### config.mk
export PLATFORM = sky130hd
export DESIGN_NAME = recent_serial_duplicate_filter
export DESIGN_NICKNAME = d
export VERILOG_FILES = /design/src/hw/rtl/rsdf_pkg.sv /design/src/hw/rtl/recent_serial_duplicate_filter.sv
export VERILOG_INCLUDE_DIRS = /design/src /design/src/hw/rtl
export SDC_FILE = /design/constraint.sdc
export NUM_CORES = 2
export LEC_CHECK = 0
export BUFFER_PORTS_ARGS = -buffer_cell sky130_fd_sc_hd__buf_2
export CAP_MARGIN = 20
export CORE_ASPECT_RATIO = 1.2
export CORE_MARGIN = 4
export CORE_UTILIZATION = 57
export CTS_CLUSTER_DIAMETER = 60
export DETAILED_ROUTE_END_ITERATION = 7
export PLACE_DENSITY = 0.76
export SYNTH_ARGS = -nofsm -noshare
export SYNTH_HDL_FRONTEND = slang
export SYNTH_SLANG_ARGS = --single-unit
### constraint.sdc
create_clock -name clk_i -period 5.35 [get_ports clk_i]
set_clock_uncertainty 0.15 [all_clocks]
set_input_delay 0.8025 -clock clk_i [delete_from_list [all_inputs] [get_ports clk_i]]
set_output_delay 0.8025 -clock clk_i [all_outputs]
set_load 0.1 [all_outputs]
### src/hw/rtl/recent_serial_duplicate_filter_assert.svh
// ---------------------------------------------------------------------------
// recent serial duplicate filter assertion macros
// concurrent property wrappers clocked on the rising edge, disabled in reset
// ---------------------------------------------------------------------------
`ifndef RECENT_SERIAL_DUPLICATE_FILTER_ASSERT_SVH
`define RECENT_SERIAL_DUPLICATE_FILTER_ASSERT_SVH

// same-cycle implication
`define RSDF_ASSERT_IMPL(label, clk, rstn, ante, cons) \
  label: assert property (@(posedge clk) disable iff (!(rstn)) (ante) |-> (cons)) \
    else $error("rsdf assertion failed");

// next-cycle implication
`define RSDF_ASSERT_NEXT(label, clk, rstn, ante, cons) \
  label: assert property (@(posedge clk) disable iff (!(rstn)) (ante) |=> (cons)) \
    else $error("rsdf assertion failed");

`endif

### src/hw/rtl/rsdf_pkg.sv
// ---------------------------------------------------------------------------
// rsdf_pkg
// shared widths and defaults of the recent serial duplicate filter
// ---------------------------------------------------------------------------
package rsdf_pkg;

  localparam int SerialW          = 32;
  localparam int CapW             = 7;
  localparam int WindowDepthDflt  = 64;
  localparam logic [CapW-1:0] CapResetVal = CapW'(50);

  typedef logic [SerialW-1:0] serial_t;
  typedef logic [CapW-1:0]    cap_t;

endpackage

### src/hw/rtl/recent_serial_duplicate_filter.sv
// ---------------------------------------------------------------------------
// recent serial duplicate filter
// rejects serial numbers already seen among the most recent accepted ones
// ---------------------------------------------------------------------------
// Takes one 32-bit serial per cycle unless in_stall_o is high and answers
// accepted=1 for a new serial (which is then appended to a first-in-first-out
// window, evicting the oldest entry once the window holds the programmed
// capacity) or accepted=0 for a duplicate. Throughput is one transfer per
// cycle while out_stall_i is low; the input is registered in serial_q and
// in_vld_q and the result in out_vld_q and accepted_q. The rate is set by
// the combinational parallel compare of the registered serial against every
// window entry, which are held in flip-flops. Capacity 0 acts as 1 and values
// above WINDOW_DEPTH act as WINDOW_DEPTH; writing the capacity register empties
// the window and may only be done while the block is idle.
// ---------------------------------------------------------------------------
`include "recent_serial_duplicate_filter_assert.svh"

module recent_serial_duplicate_filter #(
  parameter int WINDOW_DEPTH = rsdf_pkg::WindowDepthDflt
) (
  input  logic                               clk_i,
  input  logic                               rst_ni,
  input  logic                               cfg_we_i,
  input  rsdf_pkg::cap_t                     cfg_wdata_i,
  input  logic                               in_valid_i,
  output logic                               in_stall_o,
  input  logic signed [rsdf_pkg::SerialW-1:0] serial_number_i,
  output logic                               out_valid_o,
  input  logic                               out_stall_i,
  output logic                               accepted_o
);

  localparam int PtrW = (WINDOW_DEPTH > 1) ? $clog2(WINDOW_DEPTH) : 1;
  localparam int CntW = $clog2(WINDOW_DEPTH + 1);
  localparam int ExtW = (CntW > rsdf_pkg::CapW) ? CntW : rsdf_pkg::CapW;
  localparam int SumW = ((PtrW > CntW) ? PtrW : CntW) + 1;

  rsdf_pkg::serial_t        entry_q [WINDOW_DEPTH];
  logic [WINDOW_DEPTH-1:0]  valid_q, valid_d;
  logic [PtrW-1:0]          oldest_q, oldest_d;
  logic [CntW-1:0]          fill_q, fill_d;
  rsdf_pkg::cap_t           cap_q;

  logic                     in_vld_q;
  rsdf_pkg::serial_t        serial_q;
  logic                     out_vld_q;
  logic                     accepted_q;

  logic [WINDOW_DEPTH-1:0]  hit_vec;
  logic                     match;
  logic                     advance;
  logic                     wr_en;
  logic [ExtW-1:0]          cap_ext, eff_cap, fill_ext;
  logic                     full;
  logic [SumW-1:0]          slot_sum;
  logic [PtrW-1:0]          slot;

  assign advance    = in_vld_q && (!out_vld_q || !out_stall_i);
  assign in_stall_o = in_vld_q && !advance;

  // effective capacity
  assign cap_ext  = ExtW'(cap_q);
  assign fill_ext = ExtW'(fill_q);
  always_comb begin
    if (cap_q == '0) begin
      eff_cap = ExtW'(1);
    end else if (cap_ext > ExtW'(WINDOW_DEPTH)) begin
      eff_cap = ExtW'(WINDOW_DEPTH);
    end else begin
      eff_cap = cap_ext;
    end
  end
  assign full = (fill_ext >= eff_cap);

  // parallel compare
  always_comb begin
    for (int i = 0; i < WINDOW_DEPTH; i++) begin
      hit_vec[i] = valid_q[i] && (entry_q[i] == serial_q);
    end
  end
  assign match = |hit_vec;

  // append slot, oldest plus fill modulo depth
  always_comb begin
    slot_sum = SumW'(oldest_q) + SumW'(fill_q);
    if (slot_sum >= SumW'(WINDOW_DEPTH)) begin
      slot_sum = slot_sum - SumW'(WINDOW_DEPTH);
    end
  end
  assign slot = slot_sum[PtrW-1:0];

  always_comb begin
    valid_d  = valid_q;
    oldest_d = oldest_q;
    fill_d   = fill_q;
    wr_en    = 1'b0;
    if (cfg_we_i) begin
      valid_d  = '0;
      oldest_d = '0;
      fill_d   = '0;
    end else if (advance && !match) begin
      wr_en = 1'b1;
      if (full) begin
        valid_d[oldest_q] = 1'b0;
        if (oldest_q == PtrW'(WINDOW_DEPTH - 1)) begin
          oldest_d = '0;
        end else begin
          oldest_d = oldest_q + PtrW'(1);
        end
      end else begin
        fill_d = fill_q + CntW'(1);
      end
      valid_d[slot] = 1'b1;
    end
  end

  always_ff @(posedge clk_i or negedge rst_ni) begin
    if (!rst_ni) begin
      valid_q    <= '0;
      oldest_q   <= '0;
      fill_q     <= '0;
      cap_q      <= rsdf_pkg::CapResetVal;
      in_vld_q   <= 1'b0;
      out_vld_q  <= 1'b0;
      accepted_q <= 1'b0;
    end else begin
      valid_q  <= valid_d;
      oldest_q <= oldest_d;
      fill_q   <= fill_d;
      if (cfg_we_i) begin
        cap_q <= cfg_wdata_i;
      end
      if (in_valid_i && !in_stall_o) begin
        in_vld_q <= 1'b1;
      end else if (advance) begin
        in_vld_q <= 1'b0;
      end
      if (advance) begin
        out_vld_q  <= 1'b1;
        accepted_q <= !match;
      end else if (out_vld_q && !out_stall_i) begin
        out_vld_q <= 1'b0;
      end
    end
  end

  // payload registers
  always_ff @(posedge clk_i) begin
    if (in_valid_i && !in_stall_o) begin
      serial_q <= unsigned'(serial_number_i);
    end
    if (wr_en) begin
      entry_q[slot] <= serial_q;
    end
  end

  assign out_valid_o = out_vld_q;
  assign accepted_o  = accepted_q;

  `RSDF_ASSERT_IMPL(a_fill_le_cap, clk_i, rst_ni, 1'b1, fill_ext <= eff_cap)
  `RSDF_ASSERT_IMPL(a_valid_count, clk_i, rst_ni, 1'b1, $countones(valid_q) == fill_q)
  `RSDF_ASSERT_NEXT(a_dup_keeps_window, clk_i, rst_ni, advance && match && !cfg_we_i, $stable(valid_q) && $stable(fill_q))
  `RSDF_ASSERT_NEXT(a_new_is_accepted, clk_i, rst_ni, advance && !match, out_vld_q && accepted_q)

endmodule
# Yosys cells after proc, flatten, opt, wreduce, memory -nomap -nowiden
# Memories as Yosys holds them, arrays and structs flattened.
# Cells that the tools add are included.
[op_classes]
add_sub_neg = 4
magnitude_cmp = 7
n_eq_ne = 66
n_mux = 27
n_bitwise = 3
reduce_logical = 85
[op_table]
columns = ["op", "n"]
rows = [
  ["$eq A32 B32 Y1", 64],
  ["$mux W64", 5],
  ["$logic_and A1 B1 Y1", 71],
  ["$and A64 B64 Y64", 1],
  ["$not A64 Y64", 1],
  ["$or A64 B64 Y64", 1],
  ["$reduce_or A64 Y1", 1],
  ["$mux W7", 5],
  ["$mux W6", 5],
  ["$lt A6 B7 Y1 const B", 2],
  ["$demux W1 S6", 2],
  ["$ge A6 B1 Y1 const B", 2],
  ["$mux W1", 10],
  ["$add A6 B7 Y8", 1],
  ["$ge A8 B7 Y1 const B", 1],
  ["$reduce_bool A2 Y1", 4],
  ["$add A7 B1 Y7 const B", 1],
  ["$ge A7 B7 Y1", 1],
  ["$gt A7 B7 Y1 const B", 1],
  ["$logic_not A7 Y1", 1],
  ["$add A6 B1 Y6 const B", 1],
  ["$eq A6 B6 Y1 const B", 1],
  ["$sub A6 B1 Y6 const B", 1],
  ["$logic_not A1 Y1", 5],
  ["other kinds (3)", 4],
]
[totals]
register_bits = 119
ramBits = 2048
in_bits = 44
output_inout_bits = 3
wordCells = 201
n_memories = 1
[memory_table]
columns = ["memory", "depth", "word_bits", "rd", "rd_clocked_by_memory_dff", "write_ports", "line", "rtl"]
rows = [
  ["entry_q", 64, 32, 64, 0, 1, "recent_serial_duplicate_filter.sv:38", "rsdf_pkg::serial_t entry_q [WINDOW_DEPTH];"],
]

# Logic depth before layout (Yosys ltp)
[depth]
depth_word = 12
mapped_depth = 17
depth_no_buf = 13

# Least setup slack after synthesis
# No wires, ideal clock.
[synth_path]
kind = "reg2reg"
start = "register serial_q[5]"
end = "memory entry_q[45][0] in the netlist's numbering, enable pin"
setup_time_ns = 0.421
t_arrival_ns = 5.006
required_time_ns = 4.779
slack_ns = -0.227
path_stages_with_launch = 16
path_buffers = 6
period_less_slack_ns = 5.577
path_cell_list = "edfxtp_1 -> buf_4 -> buf_8 -> buf_12 -> buf_8 -> buf_8 -> xor2_1 -> nor4_1 -> nand3_1 -> nor3_1 -> or4_4 -> nor4_4 -> and2_1 -> nand4_1 -> clkbuf_1 -> nor2_1"
[synth_via]
elab_chain_len = 9
elab_cells_between_ends = 135
classes_between = "eq/ne: 64; mux: 4; reduce/logical: 67"
[synth_rtl]
columns = ["element", "line", "rtl"]
rows = [
  ["from (decl)", "recent_serial_duplicate_filter.sv:45", "rsdf_pkg::serial_t serial_q;"],
  ["from (signal assigned)", "recent_serial_duplicate_filter.sv:150", "serial_q <= unsigned'(serial_number_i);"],
  ["$eq A32 B32 Y1", "recent_serial_duplicate_filter.sv:78", "hit_vec[i] = valid_q[i] && (entry_q[i] == serial_q);"],
  ["$logic_and A1 B1 Y1", "recent_serial_duplicate_filter.sv:78", ""],
  ["$reduce_or A64 Y1 (*)", "recent_serial_duplicate_filter.sv:81", "assign match = |hit_vec;"],
  ["$logic_not A1 Y1 (*)", "recent_serial_duplicate_filter.sv:101", "end else if (advance && !match) begin"],
  ["$logic_and A1 B1 Y1 (*)", "recent_serial_duplicate_filter.sv:101", ""],
  ["$mux W1 (*)", "recent_serial_duplicate_filter.sv:101", ""],
  ["$mux W1 (*)", "recent_serial_duplicate_filter.sv:97", "if (cfg_we_i) begin"],
  ["$mux W1 (*)", "recent_serial_duplicate_filter.sv:152", "if (wr_en) begin"],
  ["$mux W1 (not written as such) (*)", "recent_serial_duplicate_filter.sv:153", "entry_q[slot] <= serial_q;"],
  ["to (decl)", "recent_serial_duplicate_filter.sv:38", ""],
]
# Mark *: on every way between the ends. The rest lies on a longest branch, timed or not.

# Final worst setup path
[layout_path]
start = "register serial_q[12]"
end = "register valid_q[47]"
[layout_via]
elab_chain_len = 6
elab_cells_between_ends = 132
classes_between = "eq/ne: 64; reduce/logical: 68"
[layout_rtl]
columns = ["element", "line", "rtl"]
rows = [
  ["$eq A32 B32 Y1", "recent_serial_duplicate_filter.sv:78", ""],
  ["$logic_and A1 B1 Y1", "recent_serial_duplicate_filter.sv:78", ""],
  ["$reduce_or A64 Y1 (*)", "recent_serial_duplicate_filter.sv:81", ""],
  ["$logic_not A1 Y1 (*)", "recent_serial_duplicate_filter.sv:101", ""],
  ["$logic_and A1 B1 Y1 (*)", "recent_serial_duplicate_filter.sv:101", ""],
  ["$reduce_bool A2 Y1 (no source line) (*)", "n/a", ""],
  ["to (signal assigned)", "recent_serial_duplicate_filter.sv:127", "valid_q <= valid_d;"],
  ["to (decl)", "recent_serial_duplicate_filter.sv:39", "logic [WINDOW_DEPTH-1:0] valid_q, valid_d;"],
]
# Marks and branches as above.
# A chain may end at the register's enable or synchronous reset.

==> impl_metrics.env <==
export IMPL_p_per_area_nw_per_um2=337
export IMPL_cap_violations=0
export IMPL_cp_required_ns=5.89
export IMPL_finalNonFillerCells=8366
export IMPL_slew_headroom_pct=33.8
export IMPL_cts_clk_slew_worst_paths_ns=0.06
export IMPL_dieArea_um2=168000
export IMPL_cp_end_kind="flip-flop"
export IMPL_holdCritStartpoint="serial_number_i[10]"
export IMPL_final_common_cell="edfxtp_1"
export IMPL_synthToLayoutAreaGrowth_pct=12.9
export IMPL_setup_violations=0
export IMPL_syn_avg_cell_area_um2=16.1
export IMPL_slew_violations=0
export IMPL_postCtsResizedCells=0
export IMPL_worstSetupStartpoint="serial_q[12]"
export IMPL_mappedNetlistNets=5794
export IMPL_layout_drive_gt1_share_pct=11.7
export IMPL_timing_rr_start="serial_q[12]"
export IMPL_synth_warning_count=0
export IMPL_antenna_found_initial=6
export IMPL_path_class="flip-flop to flip-flop"
export IMPL_tritoncts_num_buffers=201
export IMPL_outcome="completed"
export IMPL_startpoint_type="flip-flop"
export IMPL_start_util_pct=57.4
export IMPL_final_cell_mix="edfxtp_1 (2080), xnor2_1 (1036), xor2_1 (986)"
export IMPL_vias=50500
export IMPL_grt_start_max_net_pins=75
export IMPL_synth_edff_count=2080
export IMPL_portBuffers=46
export IMPL_hold_path_class="input pin to flip-flop"
export IMPL_ys_flop_type="edfxtp_1"
export IMPL_syn_area_um2=92200
export IMPL_drtIter0Drc=5547
export IMPL_rows=161
export IMPL_clockBufferDepth=3
export IMPL_syn_inst=5735
export IMPL_async_flop_share_pct=4.01
export IMPL_hold_viol=0
export IMPL_grt_pass1_wl_um=335000
export IMPL_ys_types=61
export IMPL_postCtsHoldBufs=36
export IMPL_post_cts_buffers=0
export IMPL_p_leak_nw=33.2
export IMPL_max_freq_mhz=201
export IMPL_setup_tns_ns=0
export IMPL_dp_cells=7957
export IMPL_ir_worst_vdd_v=0.000374
export IMPL_drt_wl_total_um=227000
export IMPL_first_pass_iters=6
export IMPL_dr_max_layer_used="met5"
export IMPL_cts_sinks=2167
export IMPL_ys_ff_latch=2167
export IMPL_cts_tree="built"
export IMPL_ioPinCount=47
export IMPL_nNetsFinal=6136
export IMPL_die_x_um=375
export IMPL_met1_length_um=89600
export IMPL_fill_cells=10800
export IMPL_root_buffer="clkbuf_16"
export IMPL_multi_input_area_um2=25100
export IMPL_vias_per_cell=6.04
export IMPL_yosysSeqAreaShare_pct=70.1
export IMPL_register_area_um2=64600
export IMPL_wl_met2_um=109000
export IMPL_fp_dieH_um=449
export IMPL_drc=0
export IMPL_place_area_um2=97400
export IMPL_design_core_area_um2=161000
export IMPL_grt_usage_pct=26.9
export IMPL_clk_latency_ns=0.86
export IMPL_critical_path_arrival_ns=5.51
export IMPL_layout_min_cycle_time_ns=4.97
export IMPL_worst_pin_slew_ns=0.993
export IMPL_grt_pass1_vias=50400
export IMPL_crit_path_max_fanout=27
export IMPL_routedWlPerCell_um=27.2
export IMPL_hpwl_um=137000
export IMPL_rsz0062_at_grt="no"
export IMPL_met3_length_um=19700
export IMPL_ant_nets=0
export IMPL_min_period_over_period_pct=92.9
export IMPL_fin_area_um2=104000
export IMPL_grt_ovfl_total=0
export IMPL_gp_congestion=0.908
export IMPL_htreeDepth=4
-- state kept, by name, indices dropped and copies added, names as in the netlist --
name	count
entry_q	2048
accepted_o	1
serial_q	32
valid_q	64
in_vld_q	1
out_valid_o	1
cap_ext	7
fill_ext	7
oldest_q	6
-- stage by stage --
step / setup slack (ns) / hold WS, ns / util, % / total power [mW]
floorplan: -0.227 / 0.307 / - / 20.6
global placement: 0.607 / 0.329 / 60.7 / 21.4
detailed placement: 0.548 / 0.336 / 60.7 / 21.5
CTS: 0.507 / 0.0182 / 64.8 / 35.2
global route: 0.332 / 0.0386 / 64.8 / 36.1
finish: 0.382 / 0.0679 / 64.8 / 35.0
-- final timing paths --
check                                to  slack (ns)  cells past startpoint
min in group asynchronous    cap_ext[2]        0.47                      2
hold reg to reg             out_valid_o        0.35                      1
setup / recovery            valid_q[47]        0.38                     12
setup reg to reg            valid_q[47]        0.38                     12
max in group asynchronous   out_valid_o        3.55                      3
hold / removal             serial_q[10]        0.07                      1
-- synth_stat cells, drive strengths merged, types with 4 or more instances --
library cell	count	area share [%]
ha	14	0.19
a2111oi	5	0.047
or3	5	0.034
xnor2	1036	9.8
a21oi	10	0.054
o21ai	15	0.081
dfrtp	84	2.3
mux2	13	0.16
nand3	91	0.49
nor2	109	0.44
o22ai	77	0.52
clkbuf	29	0.12
nand2	52	0.21
a21o	4	0.033
nor2b	11	0.075
nand2b	8	0.054
o2bb2ai	5	0.047
a222oi	5	0.054
xor2	986	9.4
nor3	84	0.46
o41ai	54	0.53
nand4	304	2.1
nor4	278	1.9
edfxtp	2080	68
inv	86	0.35
buf	246	2.4
or4	7	0.061
-- per-layer routing --
| metal | global-route usage, % | up-vias |
|---|---|---|
| met1 | 37.1 | 25900 |
| met5 | 0 | - |
| met2 | 43.5 | 2425 |
| met3 | 4.69 | 460 |
| met4 | 9.72 | 2 |
| li1 | - | 21700 |
-- power by group --
group | internal [mW] | switching, mW
combinational | 0.834 | 1.58
sequential | 18.7 | 0.0682
clock | 7.75 | 6.13
-- critical path: stages (launching register included) --
cell      delay (ns)
edfxtp_1        1.00
buf_12          0.31
buf_4           0.24
xnor2_1         0.10
nand4_1         0.09
nor4_1          0.07
nand4_1         0.24
nand4_1         0.32
nor4_1          0.56
nand3_2         0.63
buf_4           0.41
o41ai_1         0.44
o22ai_1         0.18
-- kinds of logic after synthesis --
| family | synth area share, % |
|---|---|
| AOI/OAI and AO/OA | 1.49 |
| buffers and inverters | 2.86 |
| and+or+nand+nor | 5.96 |
| xor gates and xnor gates | 19.2 |
| adders and majority gates | 0.212 |
| DFF | 70.1 |
| muxes | 0.170 |
-- final cells by class --
type | count | share of cell area, %
Antenna cell | 2 | 0.00481
Clock buffer | 267 | 5.29
Clock inverter | 104 | 0.778
Inverter | 86 | 0.310
Multi-Input combinational cell | 3207 | 24.1
Sequential cell | 2167 | 62.1
Tap cell | 2119 | 2.55
Timing Repair Buffer | 414 | 4.83
(Power assumes the default switching activity.)
